$ cat config.mk
export PLATFORM = sky130hd
export DESIGN_NAME = buck_boost_mode_duty
export DESIGN_NICKNAME = d
export VERILOG_FILES = /design/src/hw/rtl/bbmd_pkg.sv /design/src/hw/rtl/bbmd_div.sv /design/src/hw/rtl/buck_boost_mode_duty.sv
export SDC_FILE = /design/constraint.sdc
export NUM_CORES = 1
export LEC_CHECK = 0
export BUFFER_PORTS_ARGS = -buffer_cell sky130_fd_sc_hd__buf_2
export CAP_MARGIN = 10
export CORE_UTILIZATION = 55
export DETAILED_ROUTE_END_ITERATION = 10
export HOLD_SLACK_MARGIN = 0.15
export PLACE_DENSITY = 0.75
export SYNTH_ARGS = -nofsm -noshare
export SYNTH_HDL_FRONTEND = slang
export SYNTH_SLANG_ARGS = --single-unit
$ cat constraint.sdc
create_clock -name i_clk -period 8.81 [get_ports i_clk]
set_clock_uncertainty 0.1 [all_clocks]
set_input_delay 0.881 -clock i_clk [delete_from_list [all_inputs] [get_ports i_clk]]
set_output_delay 0.881 -clock i_clk [all_outputs]
set_load 0.005 [all_outputs]
$ cat src/hw/rtl/bbmd_pkg.sv
// Shared types and constants of the buck-boost mode and duty block.
// No dependencies; imported by every module of the block.
package bbmd_pkg;

    localparam int GAIN_WIDTH = 16;
    localparam int GAIN_IN_W  = 16;
    localparam int GAIN_USE_W = (GAIN_WIDTH < GAIN_IN_W) ? GAIN_WIDTH : GAIN_IN_W;
    localparam int GAIN_FRAC  = 12;
    localparam int DUTY_W     = 16;
    localparam int SAT_SHIFT  = DUTY_W - GAIN_FRAC;
    localparam int CNT_W      = $clog2(DUTY_W + 1);
    localparam int CFG_W      = 16;
    localparam int CFG_IDX_W  = 3;
    localparam int MODE_W     = 2;

    localparam logic [DUTY_W-1:0] DUTY_ONE = DUTY_W'(1) << (DUTY_W - 1);
    localparam logic [31:0]       GAIN_ONE = 32'd1 << GAIN_FRAC;

    localparam logic [CFG_IDX_W-1:0] REG_BUCK_TO_MIXED = 3'd0;
    localparam logic [CFG_IDX_W-1:0] REG_MIXED_TO_BOOST = 3'd1;
    localparam logic [CFG_IDX_W-1:0] REG_MIXED_TO_BUCK = 3'd2;
    localparam logic [CFG_IDX_W-1:0] REG_BOOST_TO_MIXED = 3'd3;
    localparam logic [CFG_IDX_W-1:0] REG_MIXED_FRACTION = 3'd4;

    localparam logic [CFG_W-1:0] RST_BUCK_TO_MIXED  = 16'd3482;
    localparam logic [CFG_W-1:0] RST_MIXED_TO_BOOST = 16'd4710;
    localparam logic [CFG_W-1:0] RST_MIXED_TO_BUCK  = 16'd3277;
    localparam logic [CFG_W-1:0] RST_BOOST_TO_MIXED = 16'd4301;
    localparam logic [CFG_W-1:0] RST_MIXED_FRACTION = 16'd26214;

    typedef enum logic [MODE_W-1:0] {
        MODE_STEP_DOWN = 2'd0,
        MODE_MIXED     = 2'd1,
        MODE_STEP_UP   = 2'd2
    } t_mode;

    typedef enum logic [1:0] {
        ST_IDLE,
        ST_DIV,
        ST_DONE
    } t_state;

    typedef struct packed {
        logic                  start;
        logic [DUTY_W-1:0]     num;
        logic [GAIN_WIDTH-1:0] gain;
    } t_div_ctl;

    typedef struct packed {
        logic busy;
        logic done;
    } t_div_sts;

endpackage

$ cat src/hw/rtl/bbmd_div.sv
// Bit-serial restoring divider: saturated (num << GAIN_FRAC) / gain in Q1.15.
// Depends on bbmd_pkg.
module bbmd_div (
    input  logic                          i_clk,
    input  logic                          i_rst_n,
    input  bbmd_pkg::t_div_ctl            i_ctl,
    output bbmd_pkg::t_div_sts            o_sts,
    output logic [bbmd_pkg::DUTY_W-1:0]   o_quo
);
    import bbmd_pkg::*;

    logic                  r_busy, n_busy;
    logic                  r_done, n_done;
    logic [CNT_W-1:0]      r_cnt, n_cnt;
    logic                  r_sat, n_sat;
    logic [GAIN_WIDTH-1:0] r_rem, n_rem;
    logic [GAIN_WIDTH-1:0] r_gain, n_gain;
    logic [DUTY_W-1:0]     r_nlo, n_nlo;
    logic [DUTY_W-1:0]     r_quo, n_quo;

    logic [GAIN_WIDTH:0]   trial;
    logic [GAIN_WIDTH:0]   diff;
    logic                  fits;
    logic [31:0]           num_hi;
    logic                  sat_start;

    // One quotient bit per cycle: shift the next numerator bit into the
    // partial remainder and subtract the divisor where it fits.
    assign trial = {r_rem, r_nlo[DUTY_W-1]};
    assign diff  = trial - {1'b0, r_gain};
    assign fits  = (trial >= {1'b0, r_gain});

    // A quotient of 2^DUTY_W or more (a zero divisor too) saturates at once,
    // so the remaining quotient always fits in DUTY_W bits.
    assign num_hi    = 32'(i_ctl.num >> SAT_SHIFT);
    assign sat_start = (64'(i_ctl.num) >= (64'(i_ctl.gain) << SAT_SHIFT));

    always_comb begin
        n_busy = r_busy;
        n_done = 1'b0;
        n_cnt  = r_cnt;
        n_sat  = r_sat;
        n_rem  = r_rem;
        n_gain = r_gain;
        n_nlo  = r_nlo;
        n_quo  = r_quo;
        if (i_ctl.start) begin
            n_busy = 1'b1;
            n_cnt  = CNT_W'(DUTY_W);
            n_sat  = sat_start;
            n_rem  = num_hi[GAIN_WIDTH-1:0];
            n_gain = i_ctl.gain;
            n_nlo  = {i_ctl.num[SAT_SHIFT-1:0], {GAIN_FRAC{1'b0}}};
            n_quo  = '0;
        end else if (r_busy) begin
            n_cnt = r_cnt - CNT_W'(1);
            n_rem = fits ? diff[GAIN_WIDTH-1:0] : trial[GAIN_WIDTH-1:0];
            n_nlo = {r_nlo[DUTY_W-2:0], 1'b0};
            n_quo = {r_quo[DUTY_W-2:0], fits};
            if (r_cnt == CNT_W'(1)) begin
                n_busy = 1'b0;
                n_done = 1'b1;
            end
        end
    end

    always_ff @(posedge i_clk) begin
        if (!i_rst_n) begin
            r_busy <= 1'b0;
            r_done <= 1'b0;
            r_cnt  <= '0;
        end else begin
            r_busy <= n_busy;
            r_done <= n_done;
            r_cnt  <= n_cnt;
        end
    end

    always_ff @(posedge i_clk) begin
        r_sat  <= n_sat;
        r_rem  <= n_rem;
        r_gain <= n_gain;
        r_nlo  <= n_nlo;
        r_quo  <= n_quo;
    end

    assign o_sts.busy = r_busy;
    assign o_sts.done = r_done;
    assign o_quo = (r_sat || (r_quo > DUTY_ONE)) ? DUTY_ONE : r_quo;

endmodule

$ cat src/hw/rtl/buck_boost_mode_duty.sv
// Top level: mode selection with hysteresis and leg duties of a
// four-switch buck-boost converter. Depends on bbmd_pkg and bbmd_div.
//
// Usage:
//   Input channel: i_in_valid / o_in_stall carry one gain word (Q4.12).
//   Output channel: o_out_valid / i_out_stall carry mode, buck leg duty and
//   boost leg duty (Q1.15, saturated at 1.0). Each gain word gives exactly
//   one result word.
//   Configuration: a write on i_cfg_we stores i_cfg_data into the register
//   at i_cfg_idx; indexes beyond the last register are ignored. Write only
//   while no word is in flight.
//   Flow: an accepted gain word loads the bit-serial divider, which works
//   out one quotient bit per cycle (16 bits); its registered done flag
//   moves the block to hand-over, which loads the output register. One word
//   is in work at a time, so no new gain word is taken before that load.
//   The result sits in an output register: a new gain word is taken while
//   the previous result still waits. A stalled receiver holds the finished
//   result in the divider until the output register frees up.
//   Reset: synchronous, active low; mode returns to buck, registers take
//   their default levels, and o_in_stall stays high while reset is held.
module buck_boost_mode_duty (
    input  logic                              i_clk,
    input  logic                              i_rst_n,
    input  logic                              i_cfg_we,
    input  logic [bbmd_pkg::CFG_IDX_W-1:0]    i_cfg_idx,
    input  logic [bbmd_pkg::CFG_W-1:0]        i_cfg_data,
    input  logic                              i_in_valid,
    output logic                              o_in_stall,
    input  logic [bbmd_pkg::GAIN_IN_W-1:0]    i_gain,
    output logic                              o_out_valid,
    input  logic                              i_out_stall,
    output logic [bbmd_pkg::MODE_W-1:0]       o_mode,
    output logic [bbmd_pkg::DUTY_W-1:0]       o_buck_leg_duty,
    output logic [bbmd_pkg::DUTY_W-1:0]       o_boost_leg_duty
);
    import bbmd_pkg::*;

    t_state              r_state, n_state;
    t_mode               r_conv_mode, n_conv_mode;
    logic [CFG_W-1:0]    r_buck_to_mixed, r_mixed_to_boost;
    logic [CFG_W-1:0]    r_mixed_to_buck, r_boost_to_mixed;
    logic [CFG_W-1:0]    r_mixed_fraction;
    logic [DUTY_W-1:0]   r_buck, n_buck;
    logic                r_out_valid, n_out_valid;
    logic [MODE_W-1:0]   r_out_mode, n_out_mode;
    logic [DUTY_W-1:0]   r_out_buck, n_out_buck;
    logic [DUTY_W-1:0]   r_out_boost, n_out_boost;

    logic                stall;
    logic                accept;
    logic                load;
    logic                out_free;
    logic [GAIN_WIDTH-1:0] gain_u;
    logic [31:0]         gain32;
    t_div_ctl            div_ctl;
    t_div_sts            div_sts;
    logic [DUTY_W-1:0]   div_quo;

    assign gain_u   = GAIN_WIDTH'(i_gain[GAIN_USE_W-1:0]);
    assign gain32   = 32'(gain_u);
    assign out_free = !r_out_valid || !i_out_stall;

    // Mode transition: only neighbouring modes, strict compares.
    always_comb begin
        unique case (r_conv_mode)
            MODE_STEP_DOWN: begin
                n_conv_mode = (gain32 > 32'(r_buck_to_mixed)) ? MODE_MIXED : MODE_STEP_DOWN;
            end
            MODE_MIXED: begin
                if (gain32 > 32'(r_mixed_to_boost)) begin
                    n_conv_mode = MODE_STEP_UP;
                end else if (gain32 < 32'(r_mixed_to_buck)) begin
                    n_conv_mode = MODE_STEP_DOWN;
                end else begin
                    n_conv_mode = MODE_MIXED;
                end
            end
            MODE_STEP_UP: begin
                n_conv_mode = (gain32 < 32'(r_boost_to_mixed)) ? MODE_MIXED : MODE_STEP_UP;
            end
            default: begin
                n_conv_mode = MODE_STEP_DOWN;
            end
        endcase
    end

    // Buck duty of the new mode; the buck-mode case turns Q4.12 into Q1.15.
    always_comb begin
        unique case (n_conv_mode)
            MODE_MIXED:   n_buck = (r_mixed_fraction > DUTY_ONE) ? DUTY_ONE : r_mixed_fraction;
            MODE_STEP_UP: n_buck = DUTY_ONE;
            default:      n_buck = (gain32 > GAIN_ONE) ? DUTY_ONE
                                   : {gain32[GAIN_FRAC:0], {(DUTY_W - 1 - GAIN_FRAC){1'b0}}};
        endcase
    end

    // Next state.
    always_comb begin
        n_state = r_state;
        unique case (r_state)
            ST_IDLE: if (accept) n_state = ST_DIV;
            ST_DIV:  if (div_sts.done) n_state = ST_DONE;
            ST_DONE: if (out_free) n_state = ST_IDLE;
            default: n_state = ST_IDLE;
        endcase
    end

    // State outputs.
    always_comb begin
        stall = 1'b1;
        load  = 1'b0;
        unique case (r_state)
            ST_IDLE: stall = !i_rst_n;
            ST_DIV:  stall = 1'b1;
            ST_DONE: load  = out_free;
            default: stall = 1'b1;
        endcase
    end

    assign accept = i_in_valid && !stall;

    // The divider runs for every word; its quotient is ignored in buck mode.
    always_comb begin
        div_ctl.start = accept;
        div_ctl.num   = (n_conv_mode == MODE_MIXED) ? r_mixed_fraction : DUTY_ONE;
        div_ctl.gain  = gain_u;
    end

    bbmd_div u_div (
        .i_clk   (i_clk),
        .i_rst_n (i_rst_n),
        .i_ctl   (div_ctl),
        .o_sts   (div_sts),
        .o_quo   (div_quo)
    );

    always_comb begin
        n_out_valid = r_out_valid;
        n_out_mode  = r_out_mode;
        n_out_buck  = r_out_buck;
        n_out_boost = r_out_boost;
        if (load) begin
            n_out_valid = 1'b1;
            n_out_mode  = r_conv_mode;
            n_out_buck  = r_buck;
            n_out_boost = (r_conv_mode == MODE_STEP_DOWN) ? DUTY_ONE : div_quo;
        end else if (!i_out_stall) begin
            n_out_valid = 1'b0;
        end
    end

    always_ff @(posedge i_clk) begin
        if (!i_rst_n) begin
            r_state          <= ST_IDLE;
            r_conv_mode      <= MODE_STEP_DOWN;
            r_out_valid      <= 1'b0;
            r_buck_to_mixed  <= RST_BUCK_TO_MIXED;
            r_mixed_to_boost <= RST_MIXED_TO_BOOST;
            r_mixed_to_buck  <= RST_MIXED_TO_BUCK;
            r_boost_to_mixed <= RST_BOOST_TO_MIXED;
            r_mixed_fraction <= RST_MIXED_FRACTION;
        end else begin
            r_state     <= n_state;
            r_out_valid <= n_out_valid;
            if (accept) begin
                r_conv_mode <= n_conv_mode;
            end
            if (i_cfg_we) begin
                unique case (i_cfg_idx)
                    REG_BUCK_TO_MIXED:  r_buck_to_mixed  <= i_cfg_data;
                    REG_MIXED_TO_BOOST: r_mixed_to_boost <= i_cfg_data;
                    REG_MIXED_TO_BUCK:  r_mixed_to_buck  <= i_cfg_data;
                    REG_BOOST_TO_MIXED: r_boost_to_mixed <= i_cfg_data;
                    REG_MIXED_FRACTION: r_mixed_fraction <= i_cfg_data;
                    default: ;
                endcase
            end
        end
    end

    always_ff @(posedge i_clk) begin
        if (accept) begin
            r_buck <= n_buck;
        end
        r_out_mode  <= n_out_mode;
        r_out_buck  <= n_out_buck;
        r_out_boost <= n_out_boost;
    end

    assign o_in_stall       = stall;
    assign o_out_valid      = r_out_valid;
    assign o_mode           = r_out_mode;
    assign o_buck_leg_duty  = r_out_buck;
    assign o_boost_leg_duty = r_out_boost;

endmodule

== After elaboration in Yosys (flattened, before gate mapping) ==
Cells that the tools add are included.

* Magnitude comparators: 9
* Bitwise gates (word level): 2
* Multiply operators: 0
* Shift-type cells: 0
* Reduce and logical (&&, ||, !) cells: 20
* $add $sub $neg: 2
* Muxes and demuxes: 28
* Divide/modulo/power cells: 0
* Equality and inequality tests: 15

{| class="wikitable"
|+ Operator list
! operator !! number
|-
| two-way mux 16 bit || 6
|-
| greater-than comparator 16 bit || 2
|-
| greater-than comparator 16 bit, second input constant || 2
|-
| < comparator 16 bit || 2
|-
| case mux 16 bit (2 select lines) || 1
|-
| two-way mux 12 bit || 2
|-
| greater-or-equal comparator 16 x 20 -> 1 bit || 1
|-
| greater-or-equal comparator 17 x 16 -> 1 bit || 1
|-
| greater-than comparator 16 x 13 -> 1 bit, second input constant || 1
|-
| subtractor 16 bit || 1
|-
| case mux 2 bit (3 select lines) || 2
|-
| two-way mux 1 bit || 10
|-
| two-way mux 2 bit || 5
|-
| two-way mux 5 bit || 2
|-
| AND reduction 2 bit || 5
|-
| == test 2 x 1 -> 1 bit, second input constant || 3
|-
| == test 2 bit, second input constant || 3
|-
| == test 3 x 2 -> 1 bit, second input constant || 2
|-
| == test 5 x 1 -> 1 bit, second input constant || 1
|-
| subtractor 5 x 1 -> 5 bit, second input constant || 1
|-
| zero test 1 bit || 4
|-
| zero test 2 bit || 2
|-
| inequality test 2 x 1 -> 1 bit, second input constant || 2
|-
| inequality test 2 bit, second input constant || 2
|-
| 10 further kinds || 13
|}

* Bits in read-only memories: 0
* Register bits after elaboration: 195
* Memories kept: 0
* Output and inout port bits: 36
* RAM bits: 0
* Input port bits: 40
* Latch bits: 0

== Depth between registers and ports, before layout ==
Gate-level depths: netlist of the first run.

* Depth after elaboration: 7
* Depth in mapped cells: 18
* Gate-level depth less buffers: 17

== Hierarchy ==
From an unflattened synthesis of the first run, not the netlist that was laid out.

* Cell total of the unflattened synthesis: 1,107
* Area, all modules: 10,244.8 um^2

{| class="wikitable"
|+ By module, submodules not included
! module !! area an instance (um^2) !! instances !! cells each
|-
| buck_boost_mode_duty || 6,491.2 || 1 || 707
|-
| bbmd_div || 3,753.6 || 1 || 400
|}

== Least setup slack after synthesis of the first run ==
Ideal clock, no wire load.

* Kind: input to register
* Start point: input port i_gain[10] (netlist name)
* End point: register u_div.r_sat (data pin)
* Cell stages on the path: 14
* Path slack: 4,454 ps
* Arrival time: 4,001 ps
* Required time: 8,455 ps
* Buffers on the path: 1
* Setup time: 255 ps
* Cells stage by stage: ha_1 -> nand4_1 -> or4_1 -> o221a_2 -> o32a_1 -> ha_1 -> clkbuf_1 -> and2_1 -> ha_1 -> a21o_1 -> a21o_1 -> a21oi_1 -> o21ai_0 -> and3_1

* Word-level cells in the longest chain between the ends: 7
* Elaborated cells on any way between the ends: 12
* Classes of those cells: order compare (5); eq/ne (1); mux (6)

{| class="wikitable"
|+ Ends and longest elaborated chain
! what !! line !! RTL
|-
| start: declaration || buck_boost_mode_duty.sv:29 || <nowiki>input logic [bbmd_pkg::GAIN_IN_W-1:0] i_gain,</nowiki>
|-
| < comparator 16 bit || buck_boost_mode_duty.sv:72 || <nowiki>end else if (gain32 < 32'(r_mixed_to_buck)) begin</nowiki>
|-
| two-way mux 1 bit || buck_boost_mode_duty.sv:72 ||
|-
| two-way mux 2 bit || buck_boost_mode_duty.sv:70 || <nowiki>if (gain32 > 32'(r_mixed_to_boost)) begin</nowiki>
|-
| case mux 2 bit (3 select lines) || buck_boost_mode_duty.sv:65 || <nowiki>unique case (r_conv_mode)</nowiki>
|-
| == test 2 x 1 -> 1 bit || buck_boost_mode_duty.sv:125 || <nowiki>div_ctl.num = (n_conv_mode == MODE_MIXED) ? r_mixed_fraction : DUTY_ONE;</nowiki>
|-
| two-way mux 16 bit || buck_boost_mode_duty.sv:125 ||
|-
| greater-or-equal comparator 16 x 20 -> 1 bit (*) || bbmd_div.sv:36 || <nowiki>assign sat_start = (64'(i_ctl.num) >= (64'(i_ctl.gain) << SAT_SHIFT));</nowiki>
|-
| named net u_div.sat_start || bbmd_div.sv:25 || <nowiki>logic sat_start;</nowiki>
|-
| end signal: assignment || bbmd_div.sv:80 || <nowiki>r_sat <= n_sat;</nowiki>
|-
| end: declaration || bbmd_div.sv:15 || <nowiki>logic r_sat, n_sat;</nowiki>
|}

Mark *: on every way through the listed nets, which the timed path passes. The rest lies on a longest branch.
A chain may end at the register's enable or synchronous reset.

== Worst setup path after layout of the first run ==
* Start point: input port i_gain[11] (netlist name)
* End point: register u_div.r_sat (data pin)

* Word-level cells in the longest chain between the ends: 7
* Elaborated cells on any way between the ends: 12
* Classes of those cells: order compare (5); eq/ne (1); mux (6)

{| class="wikitable"
|+ Ends and longest elaborated chain
! what !! line !! RTL
|-
| < comparator 16 bit || buck_boost_mode_duty.sv:72 ||
|-
| two-way mux 1 bit || buck_boost_mode_duty.sv:72 ||
|-
| two-way mux 2 bit || buck_boost_mode_duty.sv:70 ||
|-
| case mux 2 bit (3 select lines) (*) || buck_boost_mode_duty.sv:65 ||
|-
| named net n_conv_mode[0] || buck_boost_mode_duty.sv:39 || <nowiki>t_mode r_conv_mode, n_conv_mode;</nowiki>
|-
| == test 2 x 1 -> 1 bit (*) || buck_boost_mode_duty.sv:125 ||
|-
| two-way mux 16 bit (*) || buck_boost_mode_duty.sv:125 ||
|-
| greater-or-equal comparator 16 x 20 -> 1 bit (*) || bbmd_div.sv:36 ||
|-
| named net u_div.sat_start || bbmd_div.sv:25 ||
|}

Marks and branches as above.

==> reports/qor.csv, run 1 <==
stage,metric,value,unit
cts,insertion_delay,0.45,ns
critical_path,cp-end-kind,flop,
logic_synthesis,syn_area_per_cell,9.58,um2
sta,fin_setup_tns,0,ns
critical_path,worstSetupPathType,in2reg,
sta,grt_setup_unrepaired,no,
cts,root_buffer,clkbuf_16,
cts,postCtsHoldBufs,0,
placement,port_buffers,75,
sta,hold_viol_final,0,
placement,dp_hpwl,17800,um
die,num_rows,49,
placement,gp_congestion,0.898,
sta,worst_slew_pin_slew,1.12,ns
critical_path,cp-start-kind,input pin,
detailed_routing,via_per_inst,5.77,
critical_path,cp_data_required_time,8.91,ns
die,fp.dieW,138,um
critical_path,cp_cell_sequence,buf_2 > ha_1 > a211oi_1 > o21ai_0 > a21oi_1 > o21ai_0 > a311o_1 > o211ai_1 > ha_1 > and2_1 > ha_1 > a21o_1 > a21o_1 > a21oi_1 > o21ai_0 > and3_1,
min_path,min_path_type,reg2reg,
placement,placed_cell_area,0.0106,mm2
sta,slew-limit-headroom,25.3,%
sta,fin_crit_sh,51.9,%
sta,drv_slew,0,
logic_synthesis,synth_warnings,0,
logic_synthesis,synth_cells,1056,
global_route,grt_usage,27.5,%
logic_synthesis,synth_nets,1191,
cts,cts_resized,0,
layout,multi_input_area,0.00481,mm2
sta,hold-worst-slack,0.322,ns
die,ios,76,
detailed_routing,first_iter_violations,524,
detailed_routing,drt-total-wl,24800,um
layout,final_util,62.4,%
global_route,grt_max_degree,89,
logic_synthesis,yosys_register_bits,195,
die,initial_core_util,56.3,%
layout,num_antenna_cells,0,
critical_path,max_stage_delay,0.67,ns
cts,clock_path_buffers,2,
detailed_routing,drc,0,
critical_path,crit_arrival,4.67,ns
detailed_routing,drt_pass1_iterations,5,
placement,dp.cells,1323,
layout,area_delta_synth_final,10.9,%
global_route,grt_overflow,0,
layout,seqCellArea,0.00473,mm2
global_route,first_global_vias,7494,
power_and_ir_drop,peakVddDrop,0.148,mV
cts,post_cts_buffers,0,
sta,finalSetupViolCount,0,
detailed_routing,wl_per_cell,18.3,um
cts,cts.clk_slew.worst_paths,0.07,ns
cts,cts_buffers,17,
layout,drive_gt1_share,10.9,%
logic_synthesis,async_flop_share,0,%
status,status,completed,
sta,clock.fmax,219,MHz
logic_synthesis,synthesis.area,0.0101,mm2
sta,setup_ws,4.24,ns
cts,clock_sinks,195,
die,dieArea,0.0189,mm2
logic_synthesis,synthFlopType,dfxtp_1,
cts,h-tree-depth,4,
power_and_ir_drop,cellLeakagePower,4.70,nW
sta,period_needed,4.57,ns
critical_path,slowest_stage,ha_1,
detailed_routing,ant_nets,0,
layout,stdcell_count,1355,
flow_run,drv_cap,0,
logic_synthesis,synth-edff-count,83,
placement,pre_cts_ws,3.85,ns
cts,cts_tree,done,
global_route,antenna_found_initial,0,
die,core,0.0180,mm2
logic_synthesis,synth_cell_types,66,
layout,fillers,1521,
detailed_routing,vias,7823,
logic_synthesis,yosysSeqAreaShare,46.8,%
layout,nets,1248,
global_route,grt_pass1_wl,39100,um
power_and_ir_drop,power.total,2.15,mW
critical_path,worst-path-max-fanout,23,
power_and_ir_drop,p_per_area,192,mW/mm2
layout,fin_area,0.0112,mm2
die,dieHeight,138,um
## per-layer routing
| metal | share of wire (%) | routed length (um) | track usage, % |
|---|---|---|---|
| met1 | 43 | 10600 | 35.4 |
| met2 | 49 | 12200 | 46.4 |
| met3 | 5.5 | 1370 | 3.50 |
| met4 | 2.8 | 686 | 11.2 |
| met5 | 0 | 0 | 0 |
## cells in the mapped netlist (3+ instances only)
cell / number / area [um2]
and3_1: 10 / 62.6
a21boi_0: 49 / 368
dfxtp_1: 112 / 2240
nor2_1: 54 / 203
a22o_1: 10 / 87.6
nand3_1: 24 / 120
nor3b_1: 3 / 22.5
nor4_1: 11 / 68.8
xnor2_1: 15 / 131
nor3_1: 10 / 50.1
o31ai_1: 6 / 45.0
nor2b_1: 10 / 62.6
a21oi_1: 50 / 250
o2111ai_1: 3 / 26.3
edfxtp_1: 83 / 2490
mux2i_1: 29 / 290
a31oi_1: 5 / 31.3
nand2b_1: 7 / 43.8
clkbuf_1: 37 / 139
o21ai_0: 19 / 95.1
a211oi_1: 8 / 60.1
nand4_1: 15 / 93.8
or3_1: 3 / 18.8
o21bai_1: 3 / 22.5
o211ai_1: 29 / 218
and2_1: 26 / 163
a21o_1: 10 / 75.1
inv_1: 99 / 372
nand2_1: 174 / 653
ha_1: 94 / 1180
o21a_1: 7 / 52.6
## final cells by class
class | instances | area share (%)
inverters | 100 | 3.35
multi-input cells | 718 | 42.9
clock buffers | 17 | 3.79
well taps | 229 | 2.56
clock inverters | 15 | 1.44
repair buffers | 81 | 3.75
flip-flops and latches | 195 | 42.2
## power breakdown
group	switching, mW	internal, mW	leakage [nW]	total [mW]
Clock	0.390	0.381	0.285	0.771
Combinational	0.224	0.151	2.74	0.375
Sequential	0.0213	0.986	1.68	1.01
## state kept, by name (all words and copies together) (netlist names)
register          cells
o_boost_leg_duty     16
o_buck_leg_duty      16
o_mode                2
o_out_valid           1
r_boost_to_mixed     16
r_buck               16
r_buck_to_mixed      16
r_conv_mode           2
r_mixed_fraction     16
r_mixed_to_boost     16
r_mixed_to_buck      16
r_state               2
u_div.r_busy          1
u_div.r_cnt           5
u_div.r_done          1
u_div.r_gain         16
u_div.r_nlo           4
u_div.r_quo          16
u_div.r_rem          16
u_div.r_sat           1
## path summary, 6_finish.rpt
check | cells after the start | end | start | slack [ns]
max | 16 | u_div.r_sat | i_gain[11] | 4.24
min | 0 | o_buck_leg_duty[9] | r_buck[9] | 0.32
max reg2reg | 16 | u_div.r_sat | r_boost_to_mixed[11] | 4.51
min reg2reg | 0 | o_buck_leg_duty[9] | r_buck[9] | 0.32
## critical path, delay by kind of cell
family                     cells  cell delay, ns
AOI/OAI and AO/OA             10            1.87
adders and majority gates      3            1.28
buffers and inverters          1            0.17
and+or+nand+nor                2            0.46
## cells by family after synthesis
family	Yosys count	synth area share (%)
DFF	195	46.8
AOI/OAI and AO/OA	218	14.9
adders and majority gates	95	11.8
muxes	30	2.98
and+or+nand+nor	358	16.3
buffers and inverters	143	5.74
xor gates and xnor gates	17	1.47
## cells in the final DEF (no fill, tap or decap), drive strengths merged, types with 15 or more instances in the layout
cell	instances
a21boi	51
a21oi	50
and2	27
buf	81
clkbuf	17
dfxtp	112
edfxtp	83
ha	94
inv	107
mux2i	29
nand2	175
nand3	24
nand4	15
nor2	54
o211ai	29
o21ai	21
xnor2	15
Power figures use the tool's default switching activity.
==> run 2, diff against run 1 <==
Settings changed: PLACE_DENSITY 0.75 to 0.78.
Clock period 8.81 ns to 3.8 ns, I/O delays scaled along.
==> run 2 against run 1 <==
Non-clock buffer count grew 53. Sequential power increased by 130%. Worst hold slack worse by 0.16 ns. Via count is 2.7% higher. Utilization rose by 3.0 points. Combinational power rose to 2.6 times the previous value. First-iteration DRC count unchanged. Power increased by 140%. Critical endpoint unchanged. Largest power group unchanged.
==> reports/qor.csv, run 2 (same netlist as run 1, synthesis figures left out) <==
stage,metric,value,unit,change
critical_path,cp_data_required_time,3.90,ns,-5.01 ns
cts,cts_tree,done,,
global_route,grt_pass1_wl,39900,um,+2.1%
power_and_ir_drop,swShare,30.2,%,+0.69 points
cts,h-tree-depth,4,,unchanged
layout,num_antenna_cells,0,,unchanged
placement,dp_hpwl,18000,um,+1.4%
cts,insertion_delay,0.45,ns,about the same
power_and_ir_drop,p_clk_share,36.4,%,+0.6 points
flow_run,drv_cap,0,,unchanged
critical_path,cp-start-kind,flop,,
sta,fin_crit_sh,99.6,%,
detailed_routing,drt_pass1_iterations,5,,unchanged
status,status,completed,,
power_and_ir_drop,peakVddDrop,0.346,mV,+130%
sta,hold-worst-slack,0.159,ns,-0.163 ns
detailed_routing,wl_per_cell,17.9,um,-2.4%
sta,setup_ws,0.0164,ns,-4.22 ns
min_path,worstHoldEndpoint,r_mixed_to_buck[15],,
die,dieArea,0.0189,mm2,unchanged
detailed_routing,drc,0,,unchanged
global_route,grt_usage,28.0,%,+0.58 points
layout,fillers,1415,,-7.0%
layout,fin_area,0.0117,mm2,+4.8%
sta,grt_setup_unrepaired,yes,,
cts,clock_path_buffers,2,,unchanged
sta,finalSetupViolCount,0,,unchanged
critical_path,worstSetupPathType,reg2reg,,
placement,dp.cells,1368,,+3.4%
power_and_ir_drop,power.internal,3.63,mW,+140%
layout,multi_input_area,0.00488,mm2,+1.4%
global_route,antenna_found_initial,0,,unchanged
layout,stdcell_count,1408,,+3.9%
critical_path,reg2reg_slack,0.02,ns,-4.49 ns
die,fp.dieW,138,um,unchanged
layout,drive_gt1_share,15.7,%,+4.8 points
sta,period_needed,3.78,ns,
die,initial_core_util,56.3,%,unchanged
placement,pre_cts_ws,-0.177,ns,-4.03 ns
power_and_ir_drop,p_per_area,443,mW/mm2,+130%
detailed_routing,vias,8031,,+2.7%
cts,root_buffer,clkbuf_16,,
detailed_routing,first_iter_violations,524,,unchanged
global_route,grt_max_degree,88,,-1.1%
min_path,hold_path_depth,3,,+3
critical_path,timing.rr.end,u_div.r_sat,,
sta,hold_viol_final,0,,unchanged
critical_path,reg2reg_depth,14,,-2
power_and_ir_drop,power.total,5.21,mW,+140%
cts,cts_buffers,17,,unchanged
die,core,0.0180,mm2,unchanged
sta,clock.fmax,264,MHz,
die,num_rows,49,,unchanged
global_route,first_global_vias,7884,,+5.2%
placement,port_buffers,75,,unchanged
cts,clock_sinks,195,,unchanged
detailed_routing,ant_nets,0,,unchanged
sta,slew-limit-headroom,27.7,%,+2.4 points
die,ios,76,,unchanged
layout,seqCellArea,0.00474,mm2,about the same
detailed_routing,drt-total-wl,25200,um,+1.4%
placement,gp_congestion,0.894,,-0.50%
critical_path,worst-path-max-fanout,5,,-78%
cts,cts.clk_slew.worst_paths,0.08,ns,about the same
layout,nets,1301,,+4.2%
min_path,min_path_type,in2reg,,
power_and_ir_drop,cellLeakagePower,4.99,nW,+6.0%
critical_path,rr_startpoint,r_mixed_to_boost[14],,
critical_path,crit_arrival,3.88,ns,-0.79 ns
layout,final_common_cell,nand2_1,,
layout,layout_common_cells,"nand2_1 (173), dfxtp_1 (110), inv_1 (99), ha_1 (91), edfxtp_1 (83)",,
sta,fin_setup_tns,0,ns,unchanged
placement,placed_cell_area,0.0110,mm2,+3.2%
min_path,min_from,i_cfg_data[15],,
power_and_ir_drop,combPwrFrac,18.7,%,+1.3 points
critical_path,cp-end-kind,flop,,
layout,area_delta_synth_final,16.2,%,
power_and_ir_drop,sequentialPowerShare,44.9,%,-1.9 points
global_route,grt_overflow,0,,unchanged
sta,drv_slew,0,,unchanged
detailed_routing,via_per_inst,5.70,,-1.2%
sta,worst_slew_pin_slew,1.08,ns,-0.0382 ns
power_and_ir_drop,p_switching,1.57,mW,+150%
die,dieHeight,138,um,unchanged
layout,final_util,65.4,%,+3.0 points
-- run 2: repair_timing --
action                                  4_1_cts  5_1_grt
endpoints found under the setup margin       16       13
hold buffers                                  7        0
endpoints found under the hold margin        15        0
gates resized for setup                       6       14
pin swaps                                     2        3
setup buffers                                 0        1
-- run 2: worst max-delay path by stage --
| stage | start | end | slack (ns) | cells after the start |
|---|---|---|---|---|
| after floorplan | i_gain[10] | u_div.r_sat | 0.002 | 14 |
| after global placement | i_gain[7] | u_div.r_sat | -0.13 | 14 |
| after detailed placement | i_gain[7] | u_div.r_sat | -0.18 | 14 |
| after CTS | r_mixed_to_boost[15] | u_div.r_sat | 0.04 | 15 |
| after global routing | r_mixed_to_boost[13] | u_div.r_sat | -0.14 | 14 |
| final | r_mixed_to_boost[14] | u_div.r_sat | 0.02 | 14 |
-- run 2: critical path: stages (launching register included) --
cell	delay (ns)
dfxtp_2	0.33
inv_1	0.05
ha_1	0.29
nand4_1	0.18
or4_4	0.46
o221a_2	0.31
o32a_1	0.32
ha_2	0.22
and2_1	0.18
ha_1	0.30
a21o_1	0.18
a21o_1	0.18
a21oi_2	0.15
o211ai_1	0.09
and3_1	0.19
-- run 2: power by group through the flow --
stage               Clock [mW]  Combinational, mW  Sequential, mW
floorplan                    0              0.639            2.37
global placement             0              0.894            2.38
detailed placement           0              0.924            2.38
CTS                       1.91              0.947            2.33
global route              1.99               1.07            2.35
finish                    1.90              0.975            2.34
-- run 2: area by class of cell --
type	instances	share of cell area, %
inverters	100	3.20
clock buffers	17	3.62
repair buffers	134	7.15
flip-flops and latches	195	40.3
clock inverters	15	1.75
well taps	229	2.44
multi-input cells	718	41.5
-- run 2: per-layer routing --
layer,track usage [%],vias to the layer above,routed length (um)
met1,34.5,3758,10400
met2,47.5,286,12400
met4,14.0,0,929
met5,0,-,0
li1,-,3918,-
met3,4.60,69,1480
==> run 3, diff against run 2 <==
Settings changed: CORE_ASPECT_RATIO set to 0.6.
==> run 3 against run 2 <==
Critical path depth did not move. Via count rose by 4.0%. Die area barely moved. Utilization rose by 3.1 points. Maximum frequency rose by 1.4%. Clock power fell by 2%. Sequential share of layout area fell by 0.89 points. Register-to-register slack improved by 0.05 ns. Largest cell class unchanged. Highest routed layer unchanged.
==> reports/qor.csv, run 3 (same netlist as run 1, synthesis figures left out) <==
stage,metric,value,unit,change
critical_path,worstSetupPathType,reg2reg,,
placement,dp_hpwl,18700,um,+3.5%
die,fp.dieW,177,um,+29%
cts,cts_tree,done,,
min_path,min_path_type,in2reg,,
detailed_routing,vias,8349,,+4.0%
layout,final_util,68.5,%,+3.1 points
layout,fin_area,0.0120,mm2,+2.4%
critical_path,timing.rr.end,u_div.r_sat,,
global_route,first_global_vias,8088,,+2.6%
placement,port_buffers,75,,unchanged
flow_run,drv_cap,0,,unchanged
critical_path,worst-path-max-fanout,13,,+8
sta,period_needed,3.73,ns,-0.0523 ns
cts,insertion_delay,0.44,ns,about the same
critical_path,cp.depth,14,,unchanged
global_route,grt_pass1_wl,41500,um,+4.1%
cts,cts_buffers,17,,unchanged
placement,gp_congestion,0.915,,+2.4%
cts,clock_path_buffers,2,,unchanged
layout,drive_gt1_share,17.5,%,+1.8 points
sta,clock.fmax,268,MHz,+1.4%
die,dieArea,0.0190,mm2,about the same
critical_path,cp_data_required_time,3.89,ns,about the same
detailed_routing,drc,0,,unchanged
critical_path,path_delay_family,compound AO/OA/AOI/OAI gates,,
cts,clock_sinks,195,,unchanged
die,num_rows,37,,-24%
die,ios,76,,unchanged
detailed_routing,wl_per_cell,18.7,um,+4.7%
critical_path,endpoint,u_div.r_sat,,
critical_path,rr_startpoint,r_mixed_to_boost[15],,
min_path,min_from,i_out_stall,,
global_route,antenna_found_initial,0,,unchanged
layout,fillers,1311,,-7.3%
placement,dp.cells,1379,,+0.80%
die,core,0.0175,mm2,-2.3%
sta,hold-worst-slack,0.171,ns,+0.0124 ns
layout,num_antenna_cells,0,,unchanged
detailed_routing,drt-total-wl,26800,um,+6.2%
cts,cts.clk_slew.worst_paths,0.07,ns,about the same
detailed_routing,via_per_inst,5.84,,+2.4%
detailed_routing,first_iter_violations,863,,+65%
critical_path,reg2reg_slack,0.07,ns,+0.05 ns
sta,fin_crit_sh,98.2,%,-1.4 points
sta,worst_slew_pin_slew,1.11,ns,+0.0289 ns
critical_path,crit_arrival,3.83,ns,-0.05 ns
power_and_ir_drop,p_per_area,436,mW/mm2,-1.7%
critical_path,reg2reg_depth,14,,unchanged
placement,placed_cell_area,0.0110,mm2,+0.47%
sta,drv_slew,0,,unchanged
layout,nets,1317,,+1.2%
critical_path,path_buf_inv,2,,+1
critical_path,cp-start-kind,flop,,
layout,layout_common_cells,"nand2_1 (172), dfxtp_1 (106), inv_1 (99), ha_1 (83), edfxtp_1 (83)",,
sta,hold_viol_final,0,,unchanged
sta,slew-limit-headroom,25.9,%,-1.8 points
min_path,hold_path_depth,3,,unchanged
status,status,completed,,
global_route,grt_max_degree,88,,unchanged
critical_path,critPathLaunch,r_mixed_to_boost[15],,
critical_path,cp-end-kind,flop,,
global_route,grt_usage,28.9,%,+0.90 points
die,dieHeight,107,um,-22%
power_and_ir_drop,power.total,5.24,mW,+0.64%
detailed_routing,ant_nets,0,,unchanged
critical_path,critical-path-top-cell-by-count,ha_4,,
critical_path,cp_cell_sequence,inv_1 > ha_1 > nand4_1 > or4_4 > o221a_4 > o32a_1 > ha_4 > buf_6 > and2_1 > ha_4 > a21o_1 > a21oi_2 > o211ai_1 > and3_1,,
critical_path,slowest_stage,or4_4,,
layout,final_common_cell,nand2_1,,
layout,area_delta_synth_final,18.9,%,
global_route,grt_overflow,0,,unchanged
critical_path,max_stage_delay,0.49,ns,+0.03 ns
power_and_ir_drop,peakVddDrop,0.320,mV,-7.6%
layout,stdcell_count,1429,,+1.5%
sta,finalSetupViolCount,0,,unchanged
power_and_ir_drop,cellLeakagePower,5.07,nW,+1.8%
die,initial_core_util,57.6,%,+1.3 points
detailed_routing,drt_pass1_iterations,6,,+1
cts,h-tree-depth,4,,unchanged
cts,root_buffer,clkbuf_16,,
==> run 3: changes by cell type in the layout (fill, tap and decap cells not counted), sizes merged <==
cell         previous run  this run
buf                   127       135
bufinv                  0         2
clkbuf                 17        19
clkinv                  3         5
clkinvlp                0         1
dlygate4sd3             7        15
inv                   112       105
==> run 3: power by group <==
part           internal [mW]  total (mW)  switching (mW)
logic                  0.457        1.04           0.578
registers               2.29        2.34          0.0553
clock network           1.02        1.86           0.839
==> run 3: what timing repair did <==
item,in CTS,in global routing
resized for setup,7,34
pin swaps,1,13
gates cloned,0,0
hold endpoints to repair,47,0
hold buffers,15,0
setup endpoints to repair,1,13
buffers inserted,0,3
==> run 3: tightest hold or removal path, stage by stage <==
cell	delay, ns
buf_2	0.12
nand2_1	0.08
a21boi_0	0.08
==> run 3: worst min-delay path by stage <==
stage	to	slack (ns)
after CTS	r_mixed_fraction[2]	0.16
after global placement	o_buck_leg_duty[2]	0.30
after floorplan	o_buck_leg_duty[0]	0.30
final	o_out_valid	0.17
after detailed placement	o_buck_leg_duty[11]	0.30
after global routing	r_mixed_fraction[2]	0.17
==> run 3: metrics by stage <==
stage / setup TNS, ns / setup WS, ns
finish: 0 / 0.0687
global route: -0.0715 / -0.0577
global placement: -0.236 / -0.236
CTS: 0 / 0.000871
floorplan: 0 / 0.00170
detailed placement: -0.597 / -0.274
==> run 3: layer usage <==
layer  GRT usage, %  share of wire (%)  vias to the layer above
met2           40.8                 41                      391
met3           7.38                9.0                       54
met1           42.7                 48                     3943
li1               -                  -                     3961
met4           9.54                2.0                        0
met5              0                  0                        -
==> run 3: layout make-up <==
type | instances | area (um2) | share of cell area, %
repair buffers | 150 | 980 | 8.15
clock buffers | 19 | 454 | 3.78
flip-flops and latches | 195 | 4740 | 39.4
inverters | 100 | 375 | 3.12
multi-input cells | 718 | 5030 | 41.9
clock inverters | 13 | 146 | 1.22
well taps | 234 | 293 | 2.43
